[src/hw/rtl/ldag_pkg.sv]
// Package with the constants, types and register indexes of the dissolve address generator.
`timescale 1ns / 1ps
`default_nettype none

package ldag_pkg;

    localparam int PITCH_LOG2 = 10;
    localparam int ADDR_BITS  = 20;

    localparam int LFSR_W   = 17;
    localparam int X_W      = 9;
    localparam int Y_W      = 8;
    localparam int OFFSET_W = Y_W + PITCH_LOG2 + 1;
    localparam int SUM_W    = ((ADDR_BITS > OFFSET_W) ? ADDR_BITS : OFFSET_W) + 1;

    localparam int CFG_INDEX_W = 4;
    localparam int CFG_DATA_W  = ADDR_BITS;

    localparam logic [LFSR_W-1:0] LFSR_SEED = LFSR_W'(1);
    localparam logic [LFSR_W-1:0] LFSR_TAPS = LFSR_W'(17'h12000);

    localparam logic [X_W-1:0] AREA_WIDTH_RESET  = X_W'(319);
    localparam logic [Y_W-1:0] AREA_HEIGHT_RESET = Y_W'(199);

    localparam logic [CFG_INDEX_W-1:0] REG_SOURCE_BASE = CFG_INDEX_W'(0);
    localparam logic [CFG_INDEX_W-1:0] REG_DEST_BASE   = CFG_INDEX_W'(1);
    localparam logic [CFG_INDEX_W-1:0] REG_AREA_WIDTH  = CFG_INDEX_W'(2);
    localparam logic [CFG_INDEX_W-1:0] REG_AREA_HEIGHT = CFG_INDEX_W'(3);

    typedef struct packed {
        logic [LFSR_W-1:0] shift_register;
        logic              finished;
    } lfsr_state_t;

    typedef struct packed {
        logic [ADDR_BITS-1:0] source_base;
        logic [ADDR_BITS-1:0] dest_base;
        logic [X_W-1:0]       area_width;
        logic [Y_W-1:0]       area_height;
    } area_cfg_t;

    typedef struct packed {
        logic                 copy_valid;
        logic [ADDR_BITS-1:0] read_address;
        logic [ADDR_BITS-1:0] write_address;
        logic                 sequence_done;
    } copy_cmd_t;

endpackage

`default_nettype wire

[src/hw/rtl/ldag_step.sv]
// One LFSR step: coordinate split, area test, address sums and next sequence state.
`timescale 1ns / 1ps
`default_nettype none

module ldag_step (
    input  wire logic                 start_over,
    input  wire ldag_pkg::lfsr_state_t state_cur,
    input  wire ldag_pkg::area_cfg_t   cfg,
    output ldag_pkg::lfsr_state_t      state_next,
    output ldag_pkg::copy_cmd_t        cmd
);

    logic [ldag_pkg::LFSR_W-1:0]   sr_cur;
    logic                          fin_cur;
    logic [ldag_pkg::LFSR_W-1:0]   sr_adv;
    logic [ldag_pkg::X_W-1:0]      x;
    logic [ldag_pkg::Y_W-1:0]      y;
    logic                          in_area;
    logic [ldag_pkg::OFFSET_W-1:0] offset;
    logic [ldag_pkg::SUM_W-1:0]    read_sum;
    logic [ldag_pkg::SUM_W-1:0]    write_sum;

    assign sr_cur  = start_over ? ldag_pkg::LFSR_SEED : state_cur.shift_register;
    assign fin_cur = start_over ? 1'b0 : state_cur.finished;

    assign x = sr_cur[ldag_pkg::LFSR_W-1:ldag_pkg::Y_W];
    assign y = sr_cur[ldag_pkg::Y_W-1:0];

    assign sr_adv = {1'b0, sr_cur[ldag_pkg::LFSR_W-1:1]}
                    ^ (sr_cur[0] ? ldag_pkg::LFSR_TAPS : '0);

    assign in_area = (x <= cfg.area_width) && (y <= cfg.area_height);

    assign offset = (ldag_pkg::OFFSET_W'(y) << ldag_pkg::PITCH_LOG2)
                    + ldag_pkg::OFFSET_W'(x);

    assign read_sum  = ldag_pkg::SUM_W'(cfg.source_base) + ldag_pkg::SUM_W'(offset);
    assign write_sum = ldag_pkg::SUM_W'(cfg.dest_base) + ldag_pkg::SUM_W'(offset);

    always_comb begin
        state_next.shift_register = sr_cur;
        state_next.finished       = fin_cur;
        cmd.copy_valid            = 1'b0;
        cmd.read_address          = '0;
        cmd.write_address         = '0;
        if (!fin_cur) begin
            state_next.shift_register = sr_adv;
            if (in_area) begin
                cmd.copy_valid      = 1'b1;
                cmd.read_address    = read_sum[ldag_pkg::ADDR_BITS-1:0];
                cmd.write_address   = write_sum[ldag_pkg::ADDR_BITS-1:0];
                state_next.finished = (sr_adv == ldag_pkg::LFSR_SEED);
            end
        end
        cmd.sequence_done = state_next.finished;
    end

endmodule

`default_nettype wire

[src/hw/rtl/lfsr_dissolve_address_generator.sv]
// Top level of the pixel-dissolve address generator: config registers, LFSR state, output skid.
//
//   Channel  Direction  Handshake             Payload
//   s_       in         s_valid / s_ready     s_start_over
//   m_       out        m_valid / m_ready     m_copy_valid, m_read_address,
//                                             m_write_address, m_sequence_done
//   cfg_     in         cfg_we (no wait)      cfg_index, cfg_wdata
//
// Each accepted beat yields exactly one result beat, registered in the output register, or in
// the skid register while the output is stalled; a new beat can be accepted every cycle while
// the skid register is empty. The LFSR step and the two address adds are combinational, ahead
// of the output register. A two-entry output buffer (output register plus skid register) keeps
// input acceptance going for one more beat while the output is stalled. Reset seeds the LFSR
// with one, clears the done flag and restores the register defaults.
`timescale 1ns / 1ps
`default_nettype none

module lfsr_dissolve_address_generator (
    input  wire logic                              aclk,
    input  wire logic                              aresetn,

    input  wire logic                              s_valid,
    output logic                                   s_ready,
    input  wire logic                              s_start_over,

    output logic                                   m_valid,
    input  wire logic                              m_ready,
    output logic                                   m_copy_valid,
    output logic [ldag_pkg::ADDR_BITS-1:0]         m_read_address,
    output logic [ldag_pkg::ADDR_BITS-1:0]         m_write_address,
    output logic                                   m_sequence_done,

    input  wire logic                              cfg_we,
    input  wire logic [ldag_pkg::CFG_INDEX_W-1:0]  cfg_index,
    input  wire logic [ldag_pkg::CFG_DATA_W-1:0]   cfg_wdata
);

    ldag_pkg::area_cfg_t   cfg_reg;
    ldag_pkg::lfsr_state_t state_reg;
    ldag_pkg::lfsr_state_t state_next;
    ldag_pkg::copy_cmd_t   cmd_next;
    ldag_pkg::copy_cmd_t   out_reg;
    ldag_pkg::copy_cmd_t   skid_reg;
    logic                  out_valid_reg;
    logic                  skid_valid_reg;
    logic                  s_accept;

    assign s_ready  = !skid_valid_reg;
    assign s_accept = s_valid && s_ready;

    ldag_step u_step (
        .start_over (s_start_over),
        .state_cur  (state_reg),
        .cfg        (cfg_reg),
        .state_next (state_next),
        .cmd        (cmd_next)
    );

    always_ff @(posedge aclk) begin
        if (!aresetn) begin
            cfg_reg.source_base <= '0;
            cfg_reg.dest_base   <= '0;
            cfg_reg.area_width  <= ldag_pkg::AREA_WIDTH_RESET;
            cfg_reg.area_height <= ldag_pkg::AREA_HEIGHT_RESET;
        end else if (cfg_we) begin
            case (cfg_index)
                ldag_pkg::REG_SOURCE_BASE: begin
                    cfg_reg.source_base <= cfg_wdata[ldag_pkg::ADDR_BITS-1:0];
                end
                ldag_pkg::REG_DEST_BASE: begin
                    cfg_reg.dest_base <= cfg_wdata[ldag_pkg::ADDR_BITS-1:0];
                end
                ldag_pkg::REG_AREA_WIDTH: begin
                    cfg_reg.area_width <= cfg_wdata[ldag_pkg::X_W-1:0];
                end
                ldag_pkg::REG_AREA_HEIGHT: begin
                    cfg_reg.area_height <= cfg_wdata[ldag_pkg::Y_W-1:0];
                end
                default: begin
                end
            endcase
        end
    end

    always_ff @(posedge aclk) begin
        if (!aresetn) begin
            state_reg.shift_register <= ldag_pkg::LFSR_SEED;
            state_reg.finished       <= 1'b0;
        end else if (s_accept) begin
            state_reg <= state_next;
        end
    end

    always_ff @(posedge aclk) begin
        if (!aresetn) begin
            out_valid_reg  <= 1'b0;
            skid_valid_reg <= 1'b0;
        end else if (!out_valid_reg || m_ready) begin
            if (skid_valid_reg) begin
                out_valid_reg  <= 1'b1;
                skid_valid_reg <= 1'b0;
            end else begin
                out_valid_reg <= s_accept;
            end
        end else if (s_accept) begin
            skid_valid_reg <= 1'b1;
        end
    end

    always_ff @(posedge aclk) begin
        if (!out_valid_reg || m_ready) begin
            if (skid_valid_reg) begin
                out_reg <= skid_reg;
            end else if (s_accept) begin
                out_reg <= cmd_next;
            end
        end else if (s_accept) begin
            skid_reg <= cmd_next;
        end
    end

    assign m_valid         = out_valid_reg;
    assign m_copy_valid    = out_reg.copy_valid;
    assign m_read_address  = out_reg.read_address;
    assign m_write_address = out_reg.write_address;
    assign m_sequence_done = out_reg.sequence_done;

    a_skid_needs_out: assert property (@(posedge aclk) disable iff (!aresetn)
        skid_valid_reg |-> out_valid_reg)
        else $error("Skid register holds a beat while the output register is empty.");

    a_lfsr_never_zero: assert property (@(posedge aclk) disable iff (!aresetn)
        state_reg.shift_register != '0)
        else $error("LFSR reached the all-zero lockup state.");

    a_done_holds: assert property (@(posedge aclk) disable iff (!aresetn)
        state_reg.finished && !(s_accept && s_start_over) |=> state_reg.finished)
        else $error("Done flag cleared without a start-over beat.");

    a_done_freezes_lfsr: assert property (@(posedge aclk) disable iff (!aresetn)
        state_reg.finished && !s_start_over |=> $stable(state_reg.shift_register))
        else $error("LFSR advanced after the sequence finished.");

    a_idle_cmd_zero: assert property (@(posedge aclk) disable iff (!aresetn)
        out_valid_reg && !out_reg.copy_valid
        |-> out_reg.read_address == '0 && out_reg.write_address == '0)
        else $error("Result beat without a copy carries a nonzero address.");

endmodule

`default_nettype wire
[config.mk]
export PLATFORM = sky130hd
export DESIGN_NAME = lfsr_dissolve_address_generator
export DESIGN_NICKNAME = d
export VERILOG_FILES = /design/src/hw/rtl/ldag_pkg.sv /design/src/hw/rtl/ldag_step.sv /design/src/hw/rtl/lfsr_dissolve_address_generator.sv
export SDC_FILE = /design/constraint.sdc
export NUM_CORES = 1
export LEC_CHECK = 0
export BUFFER_PORTS_ARGS = -buffer_cell sky130_fd_sc_hd__buf_2
export CAP_MARGIN = 10
export CORE_ASPECT_RATIO = 0.8
export CORE_MARGIN = 3
export CORE_UTILIZATION = 55
export DETAILED_ROUTE_END_ITERATION = 6
export PLACE_DENSITY = 0.82
export SLEW_MARGIN = 20
export SYNTH_ARGS = -nofsm -noshare
export SYNTH_HDL_FRONTEND = slang
export SYNTH_SLANG_ARGS = --single-unit
export TNS_END_PERCENT = 30
[constraint.sdc]
create_clock -name aclk -period 4.7 [get_ports aclk]
set_input_delay 0.94 -clock aclk [delete_from_list [all_inputs] [get_ports aclk]]
set_output_delay 0.94 -clock aclk [all_outputs]
set_load 0.005 [all_outputs]
==> results.py, run 1 <==
metrics = {
    "worst_setup_path": {
        "critical_path_required_time_ns": 4.93,
        "worst-r2r-cell-count": 11,
        "slowest_delay_ns": 0.83,
        "critPathKind": "in2reg",
        "cp_data_arrival_time_ns": 4.10,
        "setup.reg_to_reg.worst_slack_ns": 1.03,
        "endpoint_kind": "flip-flop",
        "crit-reg2reg-launch": "state_reg[10]",
        "regToRegEndpoint": "m_read_address[18]",
        "timing.critical_path.fanout_max": 68,
        "crit_path_cell_trace": "buf_2 > nor2b_1 > ha_1 > nor2b_1 > o21a_1 > o21ai_0 > a211oi_1 > a211oi_2 > nand2_2 > buf_12 > o31ai_1",
        "worstSetupStartpointType": "input port",
        "timing.critical_path.from": "s_start_over",
        "crit_family": "simple AND/OR/NAND/NOR gates",
        "cp_common_cell": "sky130_fd_sc_hd__nor2b_1",
        "critPathSlowestCell": "sky130_fd_sc_hd__nor2b_1",
        "critical_path.n_buffers_inverters": 2,
    },
    "route": {
        "avgViaCountPerCell": 6.06,
        "wl_per_cell_um": 18.6,
        "first_pass_iters": 6,
        "route.detailed.drc": 0,
        "drtIter0Drc": 940,
        "final_antenna_net_count": 0,
        "vias": 7873,
        "totalWireLength_mm": 24.2,
    },
    "timing": {
        "timing.final.crit_share": 0.823,
        "setup-tns-final_ns": 0,
        "worst_slew_pin_slew_ns": 1.07,
        "timing.fmax_ghz": 0.259,
        "fin_skew_ns": 0.00927,
        "setup_viol_count_final": 0,
        "report.final.hold_viol_count": 0,
        "slew_violations": 0,
        "grt_setup_unrepaired": "no",
        "final_period_minus_worst_setup_slack_ns": 3.87,
        "relSlewSlack": 0.281,
    },
    "cells_and_area": {
        "synthToLayoutAreaGrowth_pct": 10.9,
        "n_antenna_cell": 0,
        "most_frequent_standard_cell_in_the_layout_excluding_fill_and_tap_cells": "sky130_fd_sc_hd__nand2_1",
        "largest_register_ff_count": 57,
        "mostFrequentLayoutCells": "sky130_fd_sc_hd__nand2_1 (168), sky130_fd_sc_hd__edfxtp_1 (84), sky130_fd_sc_hd__dfxtp_1 (76)",
        "stdcell_area_um2": 10400,
        "finalNetCount": 1130,
        "layout-drive-gt1-share": 0.131,
    },
    "pwr": {
        "p_per_area_nw_per_um2": 295,
        "power.static_leakage_nw": 4.04,
        "peakVddDrop_mv": 0.248,
    },
    "synth": {
        "synth_flop_cell": "sky130_fd_sc_hd__edfxtp_1",
        "muxShareOfSynthArea": 0.0174,
        "synthesis.area_per_instance_um2": 9.09,
        "ys_warn_count": 0,
        "async_flop_share": 0,
        "mappedNetlistNets": 1099,
        "synthesis.instances": 1036,
        "synth_area_um2": 9420,
        "synth_adder_area_share": 0.0502,
        "synth_simple_gate_area_share": 0.195,
        "synth_enable_flop_cells": 84,
        "post_synth_xor_area_fraction": 0.0409,
        "synth-seq-cells": 161,
        "synth_top_family_by_area": "compound AO/OA/AOI/OAI gates",
        "complex_gate_fraction_of_the_synthesized_area": 0.218,
        "yosysSeqAreaShare": 0.431,
        "post_synth_num_cell_types": 77,
    },
    "grt": {
        "grt_pass1_vias": 7213,
        "grt_first_pass_wirelength_mm": 38.6,
        "grtUsageMet3": 0.0591,
        "tot_gr_track_use": 0.260,
        "grt_start_max_net_pins": 78,
        "global_route.usage.met1": 0.378,
        "grt_util_met2": 0.392,
        "grt_overflow_total": 0,
        "grt.busiest_layer": "met2",
        "grt_antenna_before_repair": 1,
    },
    "floorplanning": {
        "die-width_um": 152,
        "ioPinCount": 74,
        "initial_core_util": 0.565,
        "design.die.area_um2": 18700,
        "core_area_um2": 16700,
        "fp.dieH_um": 123,
        "placement_rows": 42,
    },
    "clock_tree": {
        "post_cts_buffers": 0,
        "path_clk_slew_ns": 0.07,
        "post_cts_resized": 0,
        "cts_tree": "built",
        "clock_tree.buffer_depth": 2,
        "clock-sinks": 161,
        "cts_hold_buf": 0,
        "number_of_buffers_created_by_cts": 17,
        "root_buffer_cell": "sky130_fd_sc_hd__clkbuf_16",
        "clock_latency_ns": 0.43,
        "htreeDepth": 4,
    },
    "placed_design": {
        "area_post_placement_um2": 9880,
        "globalplace.congestion": 0.954,
        "port_buffers": 73,
        "detailed_place_hpwl_mm": 17.3,
    },
    "hold_path": {
        "timing.hold.worst.start": "cfg_reg[45]",
        "holdPathEnd": "cfg_reg[45]",
        "hold_path_stages": 2,
        "min-delay-path-class": "reg2reg",
    },
    "run_status": {
        "run_status": "finished clean",
    },
    "run": {
        "timing.max_cap.violations": 0,
    },
}
-- per-stage QoR --
stage | std cells | utilization | setup slack, ns | total power [W] | hold slack, ns
floorplan | 1036 | - | 0.197 | 0.00169 | 0.445
global placement | 1268 | 0.593 | 0.487 | 0.00177 | 0.459
detailed placement | 1268 | 0.593 | 0.444 | 0.00178 | 0.467
CTS | 1300 | 0.627 | 0.881 | 0.00310 | 0.479
global route | 1300 | 0.627 | 0.555 | 0.00319 | 0.494
finish | 1300 | 0.627 | 0.833 | 0.00308 | 0.474
-- logic make-up (layout without fill, tap and decap cells) --
family,count (synthesis),in the layout
AO/OA/AOI/OAI,280,280
XOR/XNOR,44,44
adder cells (fa/ha/maj),39,39
buffers and inverters,111,155
flip-flops,161,161
multiplexers,16,16
AND/OR/NAND/NOR,385,385
-- power breakdown --
group	switching (W)	internal (W)
Combinational	0.000127	0.0000749
Sequential	0.0000272	0.00152
Clock	0.000585	0.000751
Total	0.000739	0.00235
-- synthesized netlist by cell type, types with 7 or more instances --
cell	number	area [µm²]
sky130_fd_sc_hd__a21boi_0	47	353
sky130_fd_sc_hd__a21o_1	12	90.1
sky130_fd_sc_hd__a21oi_1	41	205
sky130_fd_sc_hd__a22oi_1	16	120
sky130_fd_sc_hd__a31oi_1	8	50.1
sky130_fd_sc_hd__and2_1	7	43.8
sky130_fd_sc_hd__and3_1	7	43.8
sky130_fd_sc_hd__buf_2	11	55.1
sky130_fd_sc_hd__clkbuf_1	54	203
sky130_fd_sc_hd__dfxtp_1	77	1540
sky130_fd_sc_hd__edfxtp_1	84	2520
sky130_fd_sc_hd__ha_1	33	413
sky130_fd_sc_hd__inv_1	40	150
sky130_fd_sc_hd__mux2i_1	13	130
sky130_fd_sc_hd__nand2_1	168	631
sky130_fd_sc_hd__nand2b_1	10	62.6
sky130_fd_sc_hd__nand3_1	12	60.1
sky130_fd_sc_hd__nand4_1	9	56.3
sky130_fd_sc_hd__nor2_1	68	255
sky130_fd_sc_hd__nor2b_1	36	225
sky130_fd_sc_hd__nor3_1	26	130
sky130_fd_sc_hd__nor4_1	8	50.1
sky130_fd_sc_hd__o211ai_1	15	113
sky130_fd_sc_hd__o21a_1	14	105
sky130_fd_sc_hd__o21ai_0	30	150
sky130_fd_sc_hd__o31ai_1	30	225
sky130_fd_sc_hd__xnor2_1	24	210
sky130_fd_sc_hd__xor2_1	20	175
-- how the worst max path moves through the flow --
stage / endpoint / cells after the start
after floorplan: m_write_address[19] / 16
after global placement: m_read_address[18] / 12
after detailed placement: m_read_address[18] / 12
after CTS: m_read_address[10] / 11
after global routing: m_read_address[18] / 12
final: m_read_address[6] / 11
-- worst min-delay path, delay by kind of cell, from the launching register on --
kind	cells	cell delay (ns)
AND/OR/NAND/NOR	1	0.05
flip-flops	1	0.31
AO/OA/AOI/OAI	1	0.06
-- metal layers --
metal | wire [µm] | share of wire
met1 | 11300 | 0.47
met2 | 10400 | 0.43
met4 | 471 | 0.019
met5 | 13 | 0.00054
met3 | 1920 | 0.079
-- final cells by class --
type	instances	area [µm²]
clock buffer	18	439
multi-input combinational	764	4930
clock inverter	14	129
inverter	40	150
fill	1371	6210
sequential	161	4070
timing repair buffer	83	455
tap	220	275
Power figures use the tool's default switching activity.
==> run 2, diff against run 1 <==
CORE_UTILIZATION = 61   (was 55)
PLACE_DENSITY = 0.86   (was 0.82)
clock period = 3.75 ns   (was 4.7 ns; I/O delays follow)
==> run 2 against run 1 <==
Register-to-register slack got worse by 0.55 ns; sequential power increased by 25%; critical path depth decreased by 1; die area decreased by 9.4%; clock skew about the same; power increased by 28%; hold slack improved by 0.0041 ns; setup slack got worse by 0.35 ns; clock power increased by 29%; flip-flop and latch count unchanged; largest cell class unchanged.
==> results.py, run 2 (same netlist as run 1, synthesis figures left out) <==
metrics = {
    "cells_and_area": {
        "finalNetCount": 1158,
        "mostFrequentLayoutCells": "sky130_fd_sc_hd__nand2_1 (168), sky130_fd_sc_hd__edfxtp_1 (84), sky130_fd_sc_hd__dfxtp_1 (76)",
        "final_util": 0.730,
        "largest_register_ff_count": 57,
        "nFillCells": 1065,
        "layout-drive-gt1-share": 0.162,
        "synthToLayoutAreaGrowth_pct": 13.9,
        "n_antenna_cell": 0,
        "most_frequent_standard_cell_in_the_layout_excluding_fill_and_tap_cells": "sky130_fd_sc_hd__nand2_1",
    },
    "route": {
        "avgViaCountPerCell": 6.27,
        "totalWireLength_mm": 25.2,
        "wl_per_cell_um": 19.2,
        "final_antenna_net_count": 0,
        "first_pass_iters": 6,
        "drtIter0Drc": 955,
        "route.detailed.drc": 0,
        "vias": 8234,
    },
    "timing": {
        "worst_slew_pin_slew_ns": 0.841,
        "grt_setup_unrepaired": "no",
        "timing.fmax_ghz": 0.306,
        "setup-tns-final_ns": 0,
        "report.final.hold_viol_count": 0,
        "relSlewSlack": 0.439,
        "fin_hold_ws_ns": 0.478,
        "setup_viol_count_final": 0,
        "timing.final.crit_share": 0.872,
        "slew_violations": 0,
        "final_period_minus_worst_setup_slack_ns": 3.27,
        "fin_skew_ns": 0.00942,
        "timing.final.ws_setup_ns": 0.480,
    },
    "hold_path": {
        "min-delay-path-class": "reg2reg",
        "timing.hold.worst.start": "cfg_reg[54]",
    },
    "clock_tree": {
        "clock-sinks": 161,
        "path_clk_slew_ns": 0.07,
        "post_cts_resized": 0,
        "htreeDepth": 4,
        "clock_tree.buffer_depth": 2,
        "clock_latency_ns": 0.43,
        "number_of_buffers_created_by_cts": 17,
        "root_buffer_cell": "sky130_fd_sc_hd__clkbuf_16",
        "cts_hold_buf": 0,
        "cts_tree": "built",
        "post_cts_buffers": 0,
    },
    "run_status": {
        "run_status": "finished clean",
    },
    "pwr": {
        "post-layout-total-power_w": 0.00394,
        "power.static_leakage_nw": 4.18,
        "peakVddDrop_mv": 0.310,
        "p_per_area_nw_per_um2": 367,
    },
    "worst_setup_path": {
        "worst-r2r-cell-count": 10,
        "timing.critical_path.from": "state_reg[12]",
        "capturing_element_of_the_worst_setup_path": "m_write_address[13]",
        "setup.reg_to_reg.worst_slack_ns": 0.48,
        "endpoint_kind": "flip-flop",
        "regToRegEndpoint": "m_write_address[13]",
        "timing.critical_path.fanout_max": 61,
        "critPathKind": "reg2reg",
        "cp_data_arrival_time_ns": 3.51,
        "crit-reg2reg-launch": "state_reg[12]",
        "worstSetupStartpointType": "flip-flop",
        "critical_path_required_time_ns": 3.99,
    },
    "grt": {
        "grt_overflow_total": 0,
        "grt_pass1_vias": 7586,
        "tot_gr_track_use": 0.302,
        "grt_start_max_net_pins": 78,
        "grt_first_pass_wirelength_mm": 40.4,
        "grt_antenna_before_repair": 0,
    },
    "floorplanning": {
        "core_area_um2": 14700,
        "fp.dieH_um": 117,
        "placement_rows": 39,
        "initial_core_util": 0.641,
        "die-width_um": 145,
        "ioPinCount": 74,
        "design.die.area_um2": 17000,
    },
    "placed_design": {
        "globalplace.congestion": 0.997,
        "detailed_place_hpwl_mm": 18.2,
        "port_buffers": 73,
        "dp_slack_ns": 0.126,
    },
    "run": {
        "timing.max_cap.violations": 0,
    },
}
[run 2: cell count changes in the layout (fill, tap and decap cells not counted), moves of 2 or more]
cell / previous run / this run
sky130_fd_sc_hd__inv_6: 3 / 5
sky130_fd_sc_hd__a2111oi_2: 1 / 3
sky130_fd_sc_hd__clkinvlp_4: 0 / 4
sky130_fd_sc_hd__clkinv_4: 3 / 1
sky130_fd_sc_hd__buf_12: 1 / 3
sky130_fd_sc_hd__inv_8: 2 / 0
sky130_fd_sc_hd__ha_1: 33 / 31
sky130_fd_sc_hd__nor2b_1: 35 / 33
sky130_fd_sc_hd__a2111oi_0: 3 / 1
sky130_fd_sc_hd__buf_4: 10 / 36
[run 2: worst max-delay path, cell delays in order (launching register included)]
cell and delay, ns:
sky130_fd_sc_hd__dfxtp_1 0.62, sky130_fd_sc_hd__nor2b_1 0.24, sky130_fd_sc_hd__ha_1 0.27, sky130_fd_sc_hd__nand2b_1 0.09, sky130_fd_sc_hd__mux2i_1 0.07, sky130_fd_sc_hd__nor4b_2 0.17
sky130_fd_sc_hd__a221o_1 0.32, sky130_fd_sc_hd__a211oi_2 0.53, sky130_fd_sc_hd__nand2_2 0.15, sky130_fd_sc_hd__buf_12 0.24, sky130_fd_sc_hd__o41ai_2 0.35
[run 2: cell type report]
type                            count  area, µm²  area share
Tap cell                          205        256      0.0239
Sequential cell                   161       4070       0.379
Clock buffer                       17        425      0.0397
Clock inverter                     15        156      0.0146
Inverter                           40        150      0.0140
Multi-Input combinational cell    764       4980       0.465
Timing Repair Buffer              111        691      0.0644
[run 2: worst min-delay path by stage]
stage | to | cells past startpoint
CTS | cfg_reg[45] | 2
finish | cfg_reg[54] | 2
floorplan | cfg_reg[1] | 2
global route | cfg_reg[45] | 2
global placement | cfg_reg[6] | 2
detailed placement | cfg_reg[45] | 2
[run 2: layer usage]
layer | wire [µm] | share of wire | global-route usage | vias up
met4 | 514 | 0.020 | 0.0873 | 0
met3 | 2420 | 0.096 | 0.0608 | 42
met5 | 0 | 0 | 0 | -
met1 | 11300 | 0.45 | 0.436 | 3867
li1 | - | - | - | 3867
met2 | 11000 | 0.44 | 0.468 | 458
[run 2: power breakdown]
group	leakage, nW	internal [W]	switching [W]	total, W
clock	0.275	0.000986	0.000747	0.00173
sequential	1.46	0.00190	0.0000275	0.00193
combinational	2.45	0.000105	0.000172	0.000277
total	4.18	0.00299	0.000946	0.00394
[run 2: per-stage QoR]
stage | instances | instance area [µm²]
floorplan | 1036 | 9490
global placement | 1281 | 10100
detailed placement | 1281 | 10100
CTS | 1313 | 10700
global route | 1313 | 10700
finish | 1313 | 10700
==> run 3, diff against run 2 <==
RECOVER_POWER = 50   (was not set)
==> run 3 against run 2 <==
The run now ends with max-capacitance violations, max-slew violations left; wire length is 0.37% higher; die area stayed put; sequential share of layout area is 0.16 points higher; global-route usage stayed put; critical path type unchanged.
==> results.py, run 3 (same netlist as run 1, synthesis figures left out) <==
metrics = {
    "worst_setup_path": {
        "cp_data_arrival_time_ns": 3.50,
        "regToRegEndpoint": "m_write_address[13]",
        "endpoint_kind": "flip-flop",
        "crit-reg2reg-launch": "state_reg[12]",
        "worstSetupStartpointType": "flip-flop",
        "timing.critical_path.fanout_max": 61,
        "setup.reg_to_reg.worst_slack_ns": 0.49,
        "critPathKind": "reg2reg",
        "worst-r2r-cell-count": 10,
        "critical_path_required_time_ns": 3.99,
        "timing.critical_path.from": "state_reg[12]",
    },
    "route": {
        "totalWireLength_mm": 25.3,
        "vias": 8207,
        "first_pass_iters": 5,
        "avgViaCountPerCell": 6.25,
        "route.detailed.drc": 0,
        "drtIter0Drc": 927,
        "wl_per_cell_um": 19.3,
        "final_antenna_net_count": 0,
    },
    "grt": {
        "grt_start_max_net_pins": 78,
        "grt_pass1_vias": 7586,
        "tot_gr_track_use": 0.302,
        "grt_first_pass_wirelength_mm": 40.4,
        "grt_antenna_before_repair": 0,
        "grt_overflow_total": 0,
    },
    "timing": {
        "final_period_minus_worst_setup_slack_ns": 3.26,
        "fin_skew_ns": 0.00782,
        "setup_viol_count_final": 0,
        "worst_slew_pin_slew_ns": 2.83,
        "slew_violations": 78,
        "timing.final.crit_share": 0.869,
        "report.final.hold_viol_count": 0,
        "grt_setup_unrepaired": "no",
        "setup-tns-final_ns": 0,
        "timing.fmax_ghz": 0.307,
        "relSlewSlack": -0.883,
    },
    "clock_tree": {
        "cts_hold_buf": 0,
        "htreeDepth": 4,
        "path_clk_slew_ns": 0.07,
        "post_cts_buffers": 0,
        "root_buffer_cell": "sky130_fd_sc_hd__clkbuf_16",
        "number_of_buffers_created_by_cts": 17,
        "post_cts_resized": 0,
        "clock_latency_ns": 0.43,
        "clock-sinks": 161,
        "cts_tree": "built",
        "clock_tree.buffer_depth": 2,
    },
    "floorplanning": {
        "core_area_um2": 14700,
        "placement_rows": 39,
        "design.die.area_um2": 17000,
        "die-width_um": 145,
        "ioPinCount": 74,
        "fp.dieH_um": 117,
        "initial_core_util": 0.641,
    },
    "cells_and_area": {
        "nFillCells": 1088,
        "fin_cells": 1313,
        "most_frequent_standard_cell_in_the_layout_excluding_fill_and_tap_cells": "sky130_fd_sc_hd__nand2_1",
        "layout-drive-gt1-share": 0.134,
        "seq_area_um2": 4060,
        "finalNetCount": 1158,
        "largest_register_ff_count": 57,
        "mostFrequentLayoutCells": "sky130_fd_sc_hd__nand2_1 (168), sky130_fd_sc_hd__edfxtp_1 (84), sky130_fd_sc_hd__dfxtp_1 (77)",
        "synthToLayoutAreaGrowth_pct": 13.4,
        "n_antenna_cell": 0,
        "area_taken_by_multi_input_logic_gates_um2": 4980,
    },
    "hold_path": {
        "min-delay-path-class": "reg2reg",
        "timing.hold.worst.start": "cfg_reg[54]",
        "holdPathEnd": "cfg_reg[54]",
        "hold_path_stages": 2,
    },
    "placed_design": {
        "detailed_place_hpwl_mm": 18.2,
        "placed_cells_incl_taps": 1281,
        "globalplace.congestion": 0.997,
        "port_buffers": 73,
    },
    "pwr": {
        "power.static_leakage_nw": 4.09,
        "post-layout-total-power_w": 0.00394,
        "peakVddDrop_mv": 0.311,
        "p_per_area_nw_per_um2": 369,
    },
    "run": {
        "timing.max_cap.violations": 1,
    },
    "run_status": {
        "violations": "max-capacitance violations, max-slew violations",
        "run_status": "finished, violations left",
    },
}
[run 3: changes by cell type in the layout (fill, tap and decap cells not counted), sizes merged]
| cell | before | now |
|---|---|---|
| buf | 111 | 83 |
| clkbuf | 17 | 45 |
[run 3: how the worst max path moves through the flow]
| stage | depth (start not counted) | end | slack (ns) |
|---|---|---|---|
| global placement | 11 | m_write_address[19] | 0.12 |
| finish | 10 | m_write_address[13] | 0.49 |
| floorplan | 17 | m_read_address[15] | 0.02 |
| CTS | 10 | m_write_address[13] | 0.53 |
| global route | 10 | m_write_address[13] | 0.27 |
| detailed placement | 11 | m_write_address[19] | 0.13 |
[run 3: critical path, cell delays in order (launching register included)]
cell and delay [ns]:
sky130_fd_sc_hd__dfxtp_1 0.62, sky130_fd_sc_hd__nor2b_1 0.25, sky130_fd_sc_hd__ha_1 0.27, sky130_fd_sc_hd__nand2b_1 0.08, sky130_fd_sc_hd__mux2i_1 0.06, sky130_fd_sc_hd__nor4b_2 0.17
sky130_fd_sc_hd__a221o_1 0.32, sky130_fd_sc_hd__a211oi_2 0.53, sky130_fd_sc_hd__nand2_2 0.15, sky130_fd_sc_hd__buf_12 0.24, sky130_fd_sc_hd__o41ai_2 0.35
[run 3: per-stage QoR]
step	setup WS [ns]	hold WS, ns	utilization	cell area [µm²]
6_report	0.492	0.483	0.727	10700
5_1_grt	0.268	0.510	0.727	10700
4_1_cts	0.526	0.480	0.730	10700
3_5_place_dp	0.126	0.470	0.691	10100
3_3_place_gp	0.120	0.456	0.691	10100
2_1_floorplan	0.0196	0.445	-	9490
[run 3: per-layer routing]
layer	global-route usage	wire length (µm)
met5	0	0
met4	0.0873	524
met3	0.0608	2270
met2	0.468	11000
met1	0.436	11600
[run 3: layout make-up]
cell class,instances,area share
Clock inverter,15,0.0146
Sequential cell,161,0.380
Inverter,40,0.0141
Tap cell,205,0.0240
Multi-Input combinational cell,764,0.466
Clock buffer,17,0.0398
Timing Repair Buffer,111,0.0610
[run 3: where the power goes]
group | switching, W | internal [W]
clock | 0.000750 | 0.000986
sequential | 0.0000281 | 0.00190
combinational | 0.000172 | 0.000103
total | 0.000950 | 0.00299
